**src/hdl/swhsr_pkg.sv**
```systemverilog
// Package for the single-wire humidity sensor reader.
// Holds the read phases, status codes, register indexes and frame constants.
// No dependencies.
package swhsr_pkg;

    typedef enum logic [2:0] {
        PH_IDLE      = 3'd0,
        PH_LOW       = 3'd1,
        PH_HIGH      = 3'd2,
        PH_RESP_LOW  = 3'd3,
        PH_RESP_HIGH = 3'd4,
        PH_DATA_LOW  = 3'd5,
        PH_BIT_RISE  = 3'd6,
        PH_BIT_HIGH  = 3'd7
    } phase_t;

    typedef enum logic [1:0] {
        STATUS_OK       = 2'd0,
        STATUS_TIMEOUT  = 2'd1,
        STATUS_CHECKSUM = 2'd2
    } status_t;

    localparam logic [7:0] CFG_START_LOW    = 8'd0;
    localparam logic [7:0] CFG_RELEASE_HIGH = 8'd1;
    localparam logic [7:0] CFG_RESPONSE     = 8'd2;
    localparam logic [7:0] CFG_BIT_TIMEOUT  = 8'd3;
    localparam logic [7:0] CFG_THRESHOLD    = 8'd4;

    localparam logic [15:0] START_LOW_RESET    = 16'd18000;
    localparam logic [7:0]  RELEASE_HIGH_RESET = 8'd20;
    localparam logic [7:0]  RESPONSE_RESET     = 8'd100;
    localparam logic [7:0]  BIT_TIMEOUT_RESET  = 8'd120;
    localparam logic [7:0]  THRESHOLD_RESET    = 8'd50;

    localparam int unsigned FRAME_WIDTH = 40;
    localparam logic [5:0]  FRAME_BIT_COUNT = 6'd40;

    // Exact divide by ten for 16-bit values: (x * 52429) >> 19.
    localparam logic [16:0] DIV10_MUL = 17'd52429;
    localparam int unsigned DIV10_SHIFT = 19;

    typedef struct packed {
        logic        drive_enable;
        logic        drive_level;
        logic        busy;
        logic        done;
        status_t     status;
        logic        ok;
        logic [15:0] hum_raw;
        logic        temp_sign;
        logic [14:0] temp_mag;
    } stage_t;

endpackage

```
**src/hdl/single_wire_humidity_sensor_reader_top.sv**
```systemverilog
// Single-wire humidity and temperature sensor reader, top level.
// Depends on swhsr_pkg for phases, status codes and register indexes.
//
// Usage: each input transfer carries cmd and line_level. A start command
// (cmd = 1) begins a read when the block is idle; a tick (cmd = 0) advances
// the read by one microsecond using the sampled line level. Every input
// transfer yields exactly one output transfer holding the line drive for
// the coming microsecond, the busy flag and, on the transfer that ends a
// read, done_res with status, humidity_pct and temperature_c.
// The state update and checksum feed the middle stage register; the divide
// by ten (one reciprocal multiply) feeds the output register. One item is
// accepted every cycle while in_ready is high. When the receiver stalls,
// the output register holds its transfer and the middle stage still takes
// one more item; in_ready drops only when both stages are full.
// Configuration writes are always ready and must occur only while the block
// is idle.
// Reset sets the control, valid and config registers to reset values, but
// not the stage data registers; the block is ready once reset is released.
module single_wire_humidity_sensor_reader_top
(
    input  logic        clk,
    input  logic        rst_n,
    input  logic        in_valid,
    output logic        in_ready,
    input  logic        cmd,
    input  logic        line_level,
    input  logic        cfg_valid,
    output logic        cfg_ready,
    input  logic [7:0]  cfg_index,
    input  logic [15:0] cfg_data,
    output logic        out_valid,
    input  logic        out_ready,
    output logic        drive_enable,
    output logic        drive_level,
    output logic        busy_res,
    output logic        done_res,
    output logic [1:0]  status,
    output logic [12:0] humidity_pct,
    output logic signed [12:0] temperature_c
);
    import swhsr_pkg::*;

    logic [15:0] start_low_reg;
    logic [7:0]  release_high_reg;
    logic [7:0]  response_reg;
    logic [7:0]  bit_timeout_reg;
    logic [7:0]  threshold_reg;

    phase_t                   phase_reg, phase_next;
    logic [15:0]              cnt_reg, cnt_next;
    logic [5:0]               bit_idx_reg, bit_idx_next;
    logic [FRAME_WIDTH-1:0]   frame_reg, frame_next;

    logic        s1_valid_reg;
    stage_t      s1_reg, s1_next;
    logic        out_valid_reg;

    logic        out_load;
    logic        in_accept;

    logic [15:0]            cnt_inc;
    logic [5:0]             idx_inc;
    logic                   bit_value;
    logic [FRAME_WIDTH-1:0] frame_shift;
    logic [7:0]             sum8;

    logic [32:0] hum_prod;
    logic [32:0] temp_prod;
    logic [12:0] hum_q;
    logic [12:0] temp_q;

    assign cfg_ready = 1'b1;

    always_ff @(posedge clk or negedge rst_n)
    begin
        if (!rst_n)
        begin
            start_low_reg    <= START_LOW_RESET;
            release_high_reg <= RELEASE_HIGH_RESET;
            response_reg     <= RESPONSE_RESET;
            bit_timeout_reg  <= BIT_TIMEOUT_RESET;
            threshold_reg    <= THRESHOLD_RESET;
        end
        else if (cfg_valid)
        begin
            unique case (cfg_index)
                CFG_START_LOW:    start_low_reg    <= cfg_data;
                CFG_RELEASE_HIGH: release_high_reg <= cfg_data[7:0];
                CFG_RESPONSE:     response_reg     <= cfg_data[7:0];
                CFG_BIT_TIMEOUT:  bit_timeout_reg  <= cfg_data[7:0];
                CFG_THRESHOLD:    threshold_reg    <= cfg_data[7:0];
                default:          ;
            endcase
        end
    end

    assign out_load  = !out_valid_reg || out_ready;
    assign in_ready  = !s1_valid_reg || out_load;
    assign in_accept = in_valid && in_ready;

    assign cnt_inc     = cnt_reg + 16'd1;
    assign idx_inc     = bit_idx_reg + 6'd1;
    assign bit_value   = (cnt_reg > {8'd0, threshold_reg});
    assign frame_shift = {frame_reg[FRAME_WIDTH-2:0], bit_value};
    assign sum8        = frame_shift[39:32] + frame_shift[31:24]
                       + frame_shift[23:16] + frame_shift[15:8];

    always_comb
    begin
        phase_next   = phase_reg;
        cnt_next     = cnt_reg;
        bit_idx_next = bit_idx_reg;
        frame_next   = frame_reg;
        s1_next      = '0;
        s1_next.status = STATUS_OK;

        if (cmd)
        begin
            if (phase_reg == PH_IDLE)
            begin
                phase_next   = PH_LOW;
                cnt_next     = '0;
                bit_idx_next = '0;
                frame_next   = '0;
            end
        end
        else
        begin
            unique case (phase_reg)
                PH_IDLE:
                begin
                    phase_next = PH_IDLE;
                end
                PH_LOW:
                begin
                    cnt_next = cnt_inc;
                    if (cnt_inc >= start_low_reg)
                    begin
                        phase_next = PH_HIGH;
                        cnt_next   = '0;
                    end
                end
                PH_HIGH:
                begin
                    cnt_next = cnt_inc;
                    if (cnt_inc >= {8'd0, release_high_reg})
                    begin
                        phase_next = PH_RESP_LOW;
                        cnt_next   = '0;
                    end
                end
                PH_RESP_LOW:
                begin
                    cnt_next = cnt_inc;
                    if (!line_level || cnt_inc >= {8'd0, response_reg})
                    begin
                        phase_next = PH_RESP_HIGH;
                        cnt_next   = '0;
                    end
                end
                PH_RESP_HIGH:
                begin
                    cnt_next = cnt_inc;
                    if (line_level || cnt_inc >= {8'd0, response_reg})
                    begin
                        phase_next = PH_DATA_LOW;
                        cnt_next   = '0;
                    end
                end
                PH_DATA_LOW:
                begin
                    cnt_next = cnt_inc;
                    if (!line_level || cnt_inc >= {8'd0, response_reg})
                    begin
                        phase_next = PH_BIT_RISE;
                        cnt_next   = '0;
                    end
                end
                PH_BIT_RISE:
                begin
                    if (line_level)
                    begin
                        phase_next = PH_BIT_HIGH;
                        cnt_next   = 16'd1;
                    end
                    else
                    begin
                        cnt_next = cnt_inc;
                        if (cnt_inc >= {8'd0, response_reg})
                        begin
                            phase_next = PH_BIT_HIGH;
                            cnt_next   = '0;
                        end
                    end
                end
                PH_BIT_HIGH:
                begin
                    if (line_level)
                    begin
                        cnt_next = cnt_inc;
                        if (cnt_inc > {8'd0, bit_timeout_reg})
                        begin
                            s1_next.done   = 1'b1;
                            s1_next.status = STATUS_TIMEOUT;
                            phase_next     = PH_IDLE;
                            cnt_next       = '0;
                        end
                    end
                    else
                    begin
                        frame_next   = frame_shift;
                        bit_idx_next = idx_inc;
                        cnt_next     = '0;
                        if (idx_inc >= FRAME_BIT_COUNT)
                        begin
                            s1_next.done = 1'b1;
                            phase_next   = PH_IDLE;
                            if (sum8 != frame_shift[7:0])
                            begin
                                s1_next.status = STATUS_CHECKSUM;
                            end
                            else
                            begin
                                s1_next.ok = 1'b1;
                            end
                        end
                        else
                        begin
                            phase_next = PH_BIT_RISE;
                        end
                    end
                end
                default:
                begin
                    phase_next = PH_IDLE;
                    cnt_next   = '0;
                end
            endcase
        end

        s1_next.hum_raw      = frame_shift[39:24];
        s1_next.temp_sign    = frame_shift[23];
        s1_next.temp_mag     = frame_shift[22:8];
        s1_next.drive_enable = (phase_next == PH_LOW) || (phase_next == PH_HIGH);
        s1_next.drive_level  = (phase_next == PH_HIGH);
        s1_next.busy         = (phase_next != PH_IDLE);
    end

    always_ff @(posedge clk or negedge rst_n)
    begin
        if (!rst_n)
        begin
            phase_reg   <= PH_IDLE;
            cnt_reg     <= '0;
            bit_idx_reg <= '0;
            frame_reg   <= '0;
        end
        else if (in_accept)
        begin
            phase_reg   <= phase_next;
            cnt_reg     <= cnt_next;
            bit_idx_reg <= bit_idx_next;
            frame_reg   <= frame_next;
        end
    end

    always_ff @(posedge clk or negedge rst_n)
    begin
        if (!rst_n)
        begin
            s1_valid_reg  <= 1'b0;
            out_valid_reg <= 1'b0;
        end
        else
        begin
            if (in_accept)
            begin
                s1_valid_reg <= 1'b1;
            end
            else if (out_load)
            begin
                s1_valid_reg <= 1'b0;
            end
            if (out_load)
            begin
                out_valid_reg <= s1_valid_reg;
            end
        end
    end

    always_ff @(posedge clk)
    begin
        if (in_accept)
        begin
            s1_reg <= s1_next;
        end
    end

    assign hum_prod  = {17'd0, s1_reg.hum_raw} * {16'd0, DIV10_MUL};
    assign temp_prod = {18'd0, s1_reg.temp_mag} * {16'd0, DIV10_MUL};
    assign hum_q     = hum_prod[DIV10_SHIFT+12:DIV10_SHIFT];
    assign temp_q    = temp_prod[DIV10_SHIFT+12:DIV10_SHIFT];

    always_ff @(posedge clk)
    begin
        if (out_load && s1_valid_reg)
        begin
            drive_enable <= s1_reg.drive_enable;
            drive_level  <= s1_reg.drive_level;
            busy_res     <= s1_reg.busy;
            done_res     <= s1_reg.done;
            status       <= s1_reg.status;
            if (s1_reg.ok)
            begin
                humidity_pct  <= hum_q;
                temperature_c <= s1_reg.temp_sign ? -$signed(temp_q) : $signed(temp_q);
            end
            else
            begin
                humidity_pct  <= '0;
                temperature_c <= '0;
            end
        end
    end

    assign out_valid = out_valid_reg;

endmodule

```
**config.mk**
```make
export PLATFORM = sky130hd
export DESIGN_NAME = single_wire_humidity_sensor_reader_top
export DESIGN_NICKNAME = d
export VERILOG_FILES = /design/src/hdl/swhsr_pkg.sv /design/src/hdl/single_wire_humidity_sensor_reader_top.sv
export SDC_FILE = /design/constraint.sdc
export NUM_CORES = 1
export LEC_CHECK = 0
export BUFFER_PORTS_ARGS = -buffer_cell sky130_fd_sc_hd__buf_2
export CAP_MARGIN = 5
export CORE_MARGIN = 2
export CORE_UTILIZATION = 35
export DETAILED_ROUTE_END_ITERATION = 6
export PLACE_DENSITY = 0.56
export SLEW_MARGIN = 10
export SYNTH_ARGS = -nofsm -noshare
export SYNTH_HDL_FRONTEND = slang
export SYNTH_SLANG_ARGS = --single-unit
```
**constraint.sdc**
```tcl
create_clock -name clk -period 7.7 [get_ports clk]
set_clock_uncertainty 0.05 [all_clocks]
set_input_delay 1.54 -clock clk [delete_from_list [all_inputs] [get_ports clk]]
set_output_delay 1.54 -clock clk [all_outputs]
set_load 0.02 [all_outputs]
```
== Yosys cells after proc, flatten, opt, wreduce, memory -nomap -nowiden ==
Cells that the tools add are included.
Storage, ports and cells
  register bits after elaboration: 185
  bits of input ports: 31
  output and inout port bits: 35
Operators by class
  add/subtract/negate cells: 6
  multiply operators: 2
  magnitude comparators: 6
  eq/ne operators: 16
  muxes and demuxes: 40
  bitwise gates (word level): 2
  reductions and logical operators: 27
Operators with widths (count)
  16-bit 2-to-1 mux: 10
  39-bit 2-to-1 mux: 4
  16-bit one-hot mux with 6 select lines: 1
  3-bit 2-to-1 mux: 14
  16-bit by 8-bit >= comparator with 1-bit output: 2
  16-bit by 8-bit > comparator with 1-bit output: 2
  16-bit by 16-bit multiplier with 32-bit output (second input constant): 1
  15-bit by 16-bit multiplier with 31-bit output (second input constant): 1
  8-bit adder: 3
  6-bit 2-to-1 mux: 4
  3-bit one-hot mux with 8 select lines: 1
  16-bit by 1-bit adder with 16-bit output (second input constant): 1
  8-bit by 2-bit == test with 1-bit output (second input constant): 2
  16-bit >= comparator: 1
  12-bit negation with 13-bit output: 1
  3-bit == test (second input constant): 4
  12-bit 2-to-1 mux: 1
  2-bit AND reduction: 6
  3-bit by 2-bit == test with 1-bit output (second input constant): 3
  8-bit by 1-bit == test with 1-bit output (second input constant): 1
  8-bit by 3-bit == test with 1-bit output (second input constant): 1
  8-bit zero test: 1
  8-bit inequality test: 1
  7-bit nonzero test: 1
  19 further kinds: 32

== Depth between registers and ports, before layout ==
  depth after elaboration: 8
  depth in mapped cells: 26
  gate-level depth less buffers: 26

== Worst setup path after synthesis ==
OpenSTA, ideal clock, no wires.
  path kind: reg2reg
  start: register s1_reg[13] in the netlist's numbering
  end: register temperature_c[12] (data pin)
  setup time: 0.268 ns
  arrival time: 5.991 ns
  data required time: 7.382 ns
  slack: 1.390 ns
  stages on the path, launching flop included: 27
  path buffers: 0
  period minus slack after synthesis: 6.310 ns
  cell sequence: edfxtp_1 > inv_1 > ha_1 > inv_1 > ha_1 > a21o_1 > fa_1 > inv_1 > fa_1 > inv_1 > fa_1 > inv_1 > fa_1 > inv_1 > ha_1 > a21oi_1 > o21ai_0 > a2111oi_0 > or3_1 > and2_1 > ha_1 > nand2_1 > mux2_2 > a2111oi_2 > o21ai_0 > nor3b_1 > nor3_1
On the way
  cells in the longest elaborated chain, start to end: 2
Ends and longest elaborated chain
  start, declared: line single_wire_humidity_sensor_reader_top.sv:55  | stage_t s1_reg, s1_next;
  start signal, assigned: line single_wire_humidity_sensor_reader_top.sv:295  | s1_reg <= s1_next;
  15-bit by 16-bit multiplier with 31-bit output: line single_wire_humidity_sensor_reader_top.sv:300  | assign temp_prod = {18'd0, s1_reg.temp_mag} * {16'd0, DIV10_MUL};
  12-bit negation with 13-bit output: line single_wire_humidity_sensor_reader_top.sv:316  | temperature_c <= s1_reg.temp_sign ? -$signed(temp_q) : $signed(temp_q);
  end signal, assigned: line single_wire_humidity_sensor_reader_top.sv:316
  end, declared: line single_wire_humidity_sensor_reader_top.sv:39  | output logic signed [12:0] temperature_c
No other way between the ends.
A chain may end at the register's enable or synchronous reset.

== Worst setup path after layout ==
Ends and elaborated chain as after synthesis.

==> metrics.txt <==
# TYPE chip_impl_metric gauge
chip_impl_info{name="status",value="finished clean"} 1
chip_impl_metric{name="total_global_routing_overflow",unit=""} 0
chip_impl_metric{name="total_power",unit="uW"} 5730
chip_impl_metric{name="final-max-slew-violation-count",unit=""} 0
chip_impl_metric{name="grt_max_degree",unit=""} 91
chip_impl_metric{name="cp_num_cells",unit=""} 26
chip_impl_info{name="commonest_register_cell_after_synthesis",value="sky130_fd_sc_hd__dfrtp_1"} 1
chip_impl_metric{name="postLayoutSetupSlackWorst",unit="ns"} 0.646
chip_impl_metric{name="grt_pass1_wl",unit="mm"} 63.2
chip_impl_info{name="worst_setup_path_category",value="reg2reg"} 1
chip_impl_metric{name="routedWlPerCell",unit="um"} 15.4
chip_impl_metric{name="dpl-instance-area",unit="sq mm"} 0.0188
chip_impl_metric{name="ys_seq_area_share",unit="%"} 28.1
chip_impl_info{name="origin_of_the_worst_min_delay_path",value="s1_reg[35]"} 1
chip_impl_metric{name="fillerInstances",unit=""} 4986
chip_impl_metric{name="synth_enable_flop_cells",unit=""} 71
chip_impl_metric{name="fmax",unit="MHz"} 142
chip_impl_metric{name="post_route_fraction_of_the_period_consumed_by_the_critical_path",unit="%"} 91.6
chip_impl_metric{name="routed-via-count",unit=""} 12200
chip_impl_metric{name="worstPathArrival",unit="ns"} 7.18
chip_impl_metric{name="clk_pin_slew",unit="ns"} 0.08
chip_impl_metric{name="drt_iter0_markers",unit=""} 537
chip_impl_metric{name="synthesis.area",unit="sq mm"} 0.0178
chip_impl_metric{name="rows",unit=""} 82
chip_impl_metric{name="synth.ff_latch_count",unit=""} 185
chip_impl_info{name="cts_root_buf",value="sky130_fd_sc_hd__clkbuf_16"} 1
chip_impl_info{name="crit_path_top_delay_cell",value="sky130_fd_sc_hd__fa_1"} 1
chip_impl_metric{name="area_delta_synth_final",unit="%"} 9.27
chip_impl_info{name="synth_area_leaders",value="sky130_fd_sc_hd__ha_1, sky130_fd_sc_hd__fa_1, sky130_fd_sc_hd__dfrtp_1"} 1
chip_impl_metric{name="crit_path_max_incr_delay",unit="ns"} 0.58
chip_impl_info{name="synth_most_common_cell",value="sky130_fd_sc_hd__ha_1"} 1
chip_impl_metric{name="synth.distinct_cells",unit=""} 74
chip_impl_metric{name="placeableCoreArea",unit="sq mm"} 0.0502
chip_impl_info{name="cp-end-kind",value="flip-flop"} 1
chip_impl_metric{name="detail_route.first_pass.iterations",unit=""} 5
chip_impl_metric{name="nNetsFinal",unit=""} 2271
chip_impl_info{name="yosysTopAreaCell",value="sky130_fd_sc_hd__ha_1"} 1
chip_impl_metric{name="cts_buffers",unit=""} 17
chip_impl_metric{name="netlist_instances",unit=""} 1742
chip_impl_metric{name="relSlewSlack",unit="%"} 38.1
chip_impl_metric{name="io_buffer_count",unit=""} 64
chip_impl_metric{name="cp.buffers_inverters",unit=""} 6
chip_impl_metric{name="initial_utilization",unit="%"} 35.5
chip_impl_metric{name="cp.required",unit="ns"} 7.82
chip_impl_metric{name="die-height",unit="um"} 230
chip_impl_metric{name="place_congestion",unit=""} 0.883
chip_impl_metric{name="post_drt_via_cell_ratio",unit=""} 4.94
chip_impl_metric{name="cts.repair.resized",unit=""} 0
chip_impl_info{name="post_synth_most_frequent_cells",value="sky130_fd_sc_hd__ha_1, sky130_fd_sc_hd__inv_1, sky130_fd_sc_hd__fa_1"} 1
chip_impl_info{name="tritoncts",value="yes"} 1
chip_impl_metric{name="hold_buffers",unit=""} 0
chip_impl_metric{name="final-setup-viol-count",unit=""} 0
chip_impl_metric{name="timing.critical_path.fanout_max",unit=""} 4
chip_impl_metric{name="grt_pass1_vias",unit=""} 12300
chip_impl_metric{name="final-hold-violation-count",unit=""} 0
chip_impl_metric{name="dpl_worst_slack",unit="ns"} 0.637
chip_impl_metric{name="die-area",unit="sq mm"} 0.0527
chip_impl_metric{name="cts.sinks",unit=""} 185
chip_impl_metric{name="finish.instance_area",unit="sq mm"} 0.0195
chip_impl_metric{name="die_w",unit="um"} 230
chip_impl_metric{name="clockBufferDepth",unit=""} 2
chip_impl_metric{name="detail_route.drc_violations",unit=""} 0
chip_impl_metric{name="post-dp-hpwl",unit="mm"} 31.1
chip_impl_metric{name="global_route.usage.total",unit="%"} 14.9
chip_impl_metric{name="grt_antenna_before_repair",unit=""} 2
chip_impl_metric{name="postSynthNetCount",unit=""} 2226
chip_impl_metric{name="synth_top_area_share",unit="%"} 21.4
chip_impl_metric{name="irDropWorstVdd",unit="mV"} 0.174
chip_impl_metric{name="ios",unit=""} 66
chip_impl_metric{name="timing.max_cap.violations",unit=""} 0
chip_impl_info{name="grt_setup_unrepaired",value="no"} 1
chip_impl_metric{name="power_density",unit="mW/mm^2"} 294
chip_impl_info{name="start_of_the_worst_register_to_register_path",value="s1_reg[13]"} 1
chip_impl_metric{name="min_path_cells",unit=""} 0
chip_impl_metric{name="setup-tns-final",unit="ns"} 0
chip_impl_metric{name="cts_setup_buffers",unit=""} 0
chip_impl_info{name="critPathMostFrequentCell",value="sky130_fd_sc_hd__inv_1"} 1
chip_impl_info{name="startpoint_type",value="flip-flop"} 1
chip_impl_metric{name="postRouteWirelength",unit="mm"} 38.1
chip_impl_info{name="holdCritPathClass",value="reg2reg"} 1
chip_impl_metric{name="layout_min_cycle_time",unit="ns"} 7.05
chip_impl_metric{name="detail-route-antenna-nets",unit=""} 0
chip_impl_info{name="worst_path_dominant_cell_family",value="adder cells"} 1
chip_impl_metric{name="timing.reg2reg.worst_path_depth",unit=""} 26
chip_impl_metric{name="power_leakage",unit="uW"} 0.00974
chip_impl_metric{name="max_slew.worst_pin.slew",unit="ns"} 0.929
chip_impl_info{name="startpoint_of_the_most_critical_setup_path",value="s1_reg[13]"} 1
chip_impl_metric{name="insertion_delay",unit="ns"} 0.45
chip_impl_metric{name="drive_above_1_share",unit="%"} 9.56
chip_impl_metric{name="share_of_flip_flops_with_an_asynchronous_set_or_reset",unit="%"} 61.6
chip_impl_metric{name="ctsHtreeMaxLevel",unit=""} 4
chip_impl_metric{name="syn_avg_cell_area",unit="sq um"} 10.2
chip_impl_metric{name="yosysWarnings",unit=""} 0
==> metrics by stage <==
| step | hold WS [ns] | instances | utilization [%] |
|---|---|---|---|
| 2_1_floorplan | 0.350 | 1742 | - |
| 3_3_place_gp | 0.357 | 2440 | 37.6 |
| 3_5_place_dp | 0.357 | 2440 | 37.6 |
| 4_1_cts | 0.376 | 2472 | 38.8 |
| 5_1_grt | 0.383 | 2472 | 38.8 |
| 6_report | 0.373 | 2473 | 38.8 |
==> final cells by class <==
cell class / count / area, sq um / area share [%]
Multi-Input combinational cell: 1230 / 11600 / 59.5
Sequential cell: 185 / 5010 / 25.7
Inverter: 283 / 1060 / 5.46
Tap cell: 672 / 841 / 4.32
Clock buffer: 17 / 425 / 2.19
Timing Repair Buffer: 70 / 368 / 1.89
Clock inverter: 15 / 179 / 0.920
Antenna cell: 1 / 2.50 / 0.0129
==> cells by family after synthesis <==
| logic type | synth area share, % |
|---|---|
| AOI/OAI and AO/OA | 10.7 |
| xor gates and xnor gates | 3.54 |
| adders and majority gates | 38.1 |
| buffers and inverters | 7.01 |
| DFF | 28.1 |
| muxes | 1.50 |
| other | 0.0211 |
| and+or+nand+nor | 11.0 |
==> per-layer routing <==
metal | vias up | track usage (%) | part of all wire (%)
met1 | 5999 | 19.9 | 47
li1 | 6017 | - | -
met4 | 2 | 2.82 | 0.98
met5 | - | 0 | 0.034
met3 | 25 | 1.99 | 2.5
met2 | 162 | 25.8 | 49
==> layout by cell type, fill, tap and decap left out, types with 5 or more instances in the layout <==
cell and count:
sky130_fd_sc_hd__dfrtp_1 97, sky130_fd_sc_hd__xnor2_1 46, sky130_fd_sc_hd__a22o_2 6, sky130_fd_sc_hd__nand3b_1 6
sky130_fd_sc_hd__a211o_1 6, sky130_fd_sc_hd__mux2_2 21, sky130_fd_sc_hd__or2_2 9, sky130_fd_sc_hd__clkbuf_16 17
sky130_fd_sc_hd__buf_4 7, sky130_fd_sc_hd__nand2_1 126, sky130_fd_sc_hd__nor4_1 8, sky130_fd_sc_hd__fa_1 148
sky130_fd_sc_hd__a21oi_1 49, sky130_fd_sc_hd__xor2_1 26, sky130_fd_sc_hd__a211oi_1 11, sky130_fd_sc_hd__dfstp_2 17
sky130_fd_sc_hd__edfxtp_1 71, sky130_fd_sc_hd__nor2b_1 10, sky130_fd_sc_hd__a22o_1 9, sky130_fd_sc_hd__o211ai_1 5
sky130_fd_sc_hd__a31oi_1 12, sky130_fd_sc_hd__o21ai_0 110, sky130_fd_sc_hd__inv_1 282, sky130_fd_sc_hd__a21o_1 34
sky130_fd_sc_hd__and2_1 9, sky130_fd_sc_hd__or3_1 6, sky130_fd_sc_hd__ha_1 305, sky130_fd_sc_hd__inv_8 5
sky130_fd_sc_hd__nor2_1 56, sky130_fd_sc_hd__nand2b_1 54, sky130_fd_sc_hd__nor3_1 22, sky130_fd_sc_hd__nand4_1 15
sky130_fd_sc_hd__nand3_1 28, sky130_fd_sc_hd__o2111ai_1 6, sky130_fd_sc_hd__and3_1 13, sky130_fd_sc_hd__buf_2 63
==> worst paths after layout <==
kind	end	slack [ns]
max	temperature_c[12]	0.65
min	done_res	0.37
max reg2reg	temperature_c[12]	0.65
min reg2reg	done_res	0.37
max in group asynchronous	threshold_reg[6]	5.25
min in group asynchronous	start_low_reg[12]	1.18
==> power by group <==
part	internal [uW]	switching (uW)	total, uW
clock	493	427	920
combinational	1500	2060	3560
sequential	1170	80.1	1250
Note: power is estimated with default switching activity, not from simulation.
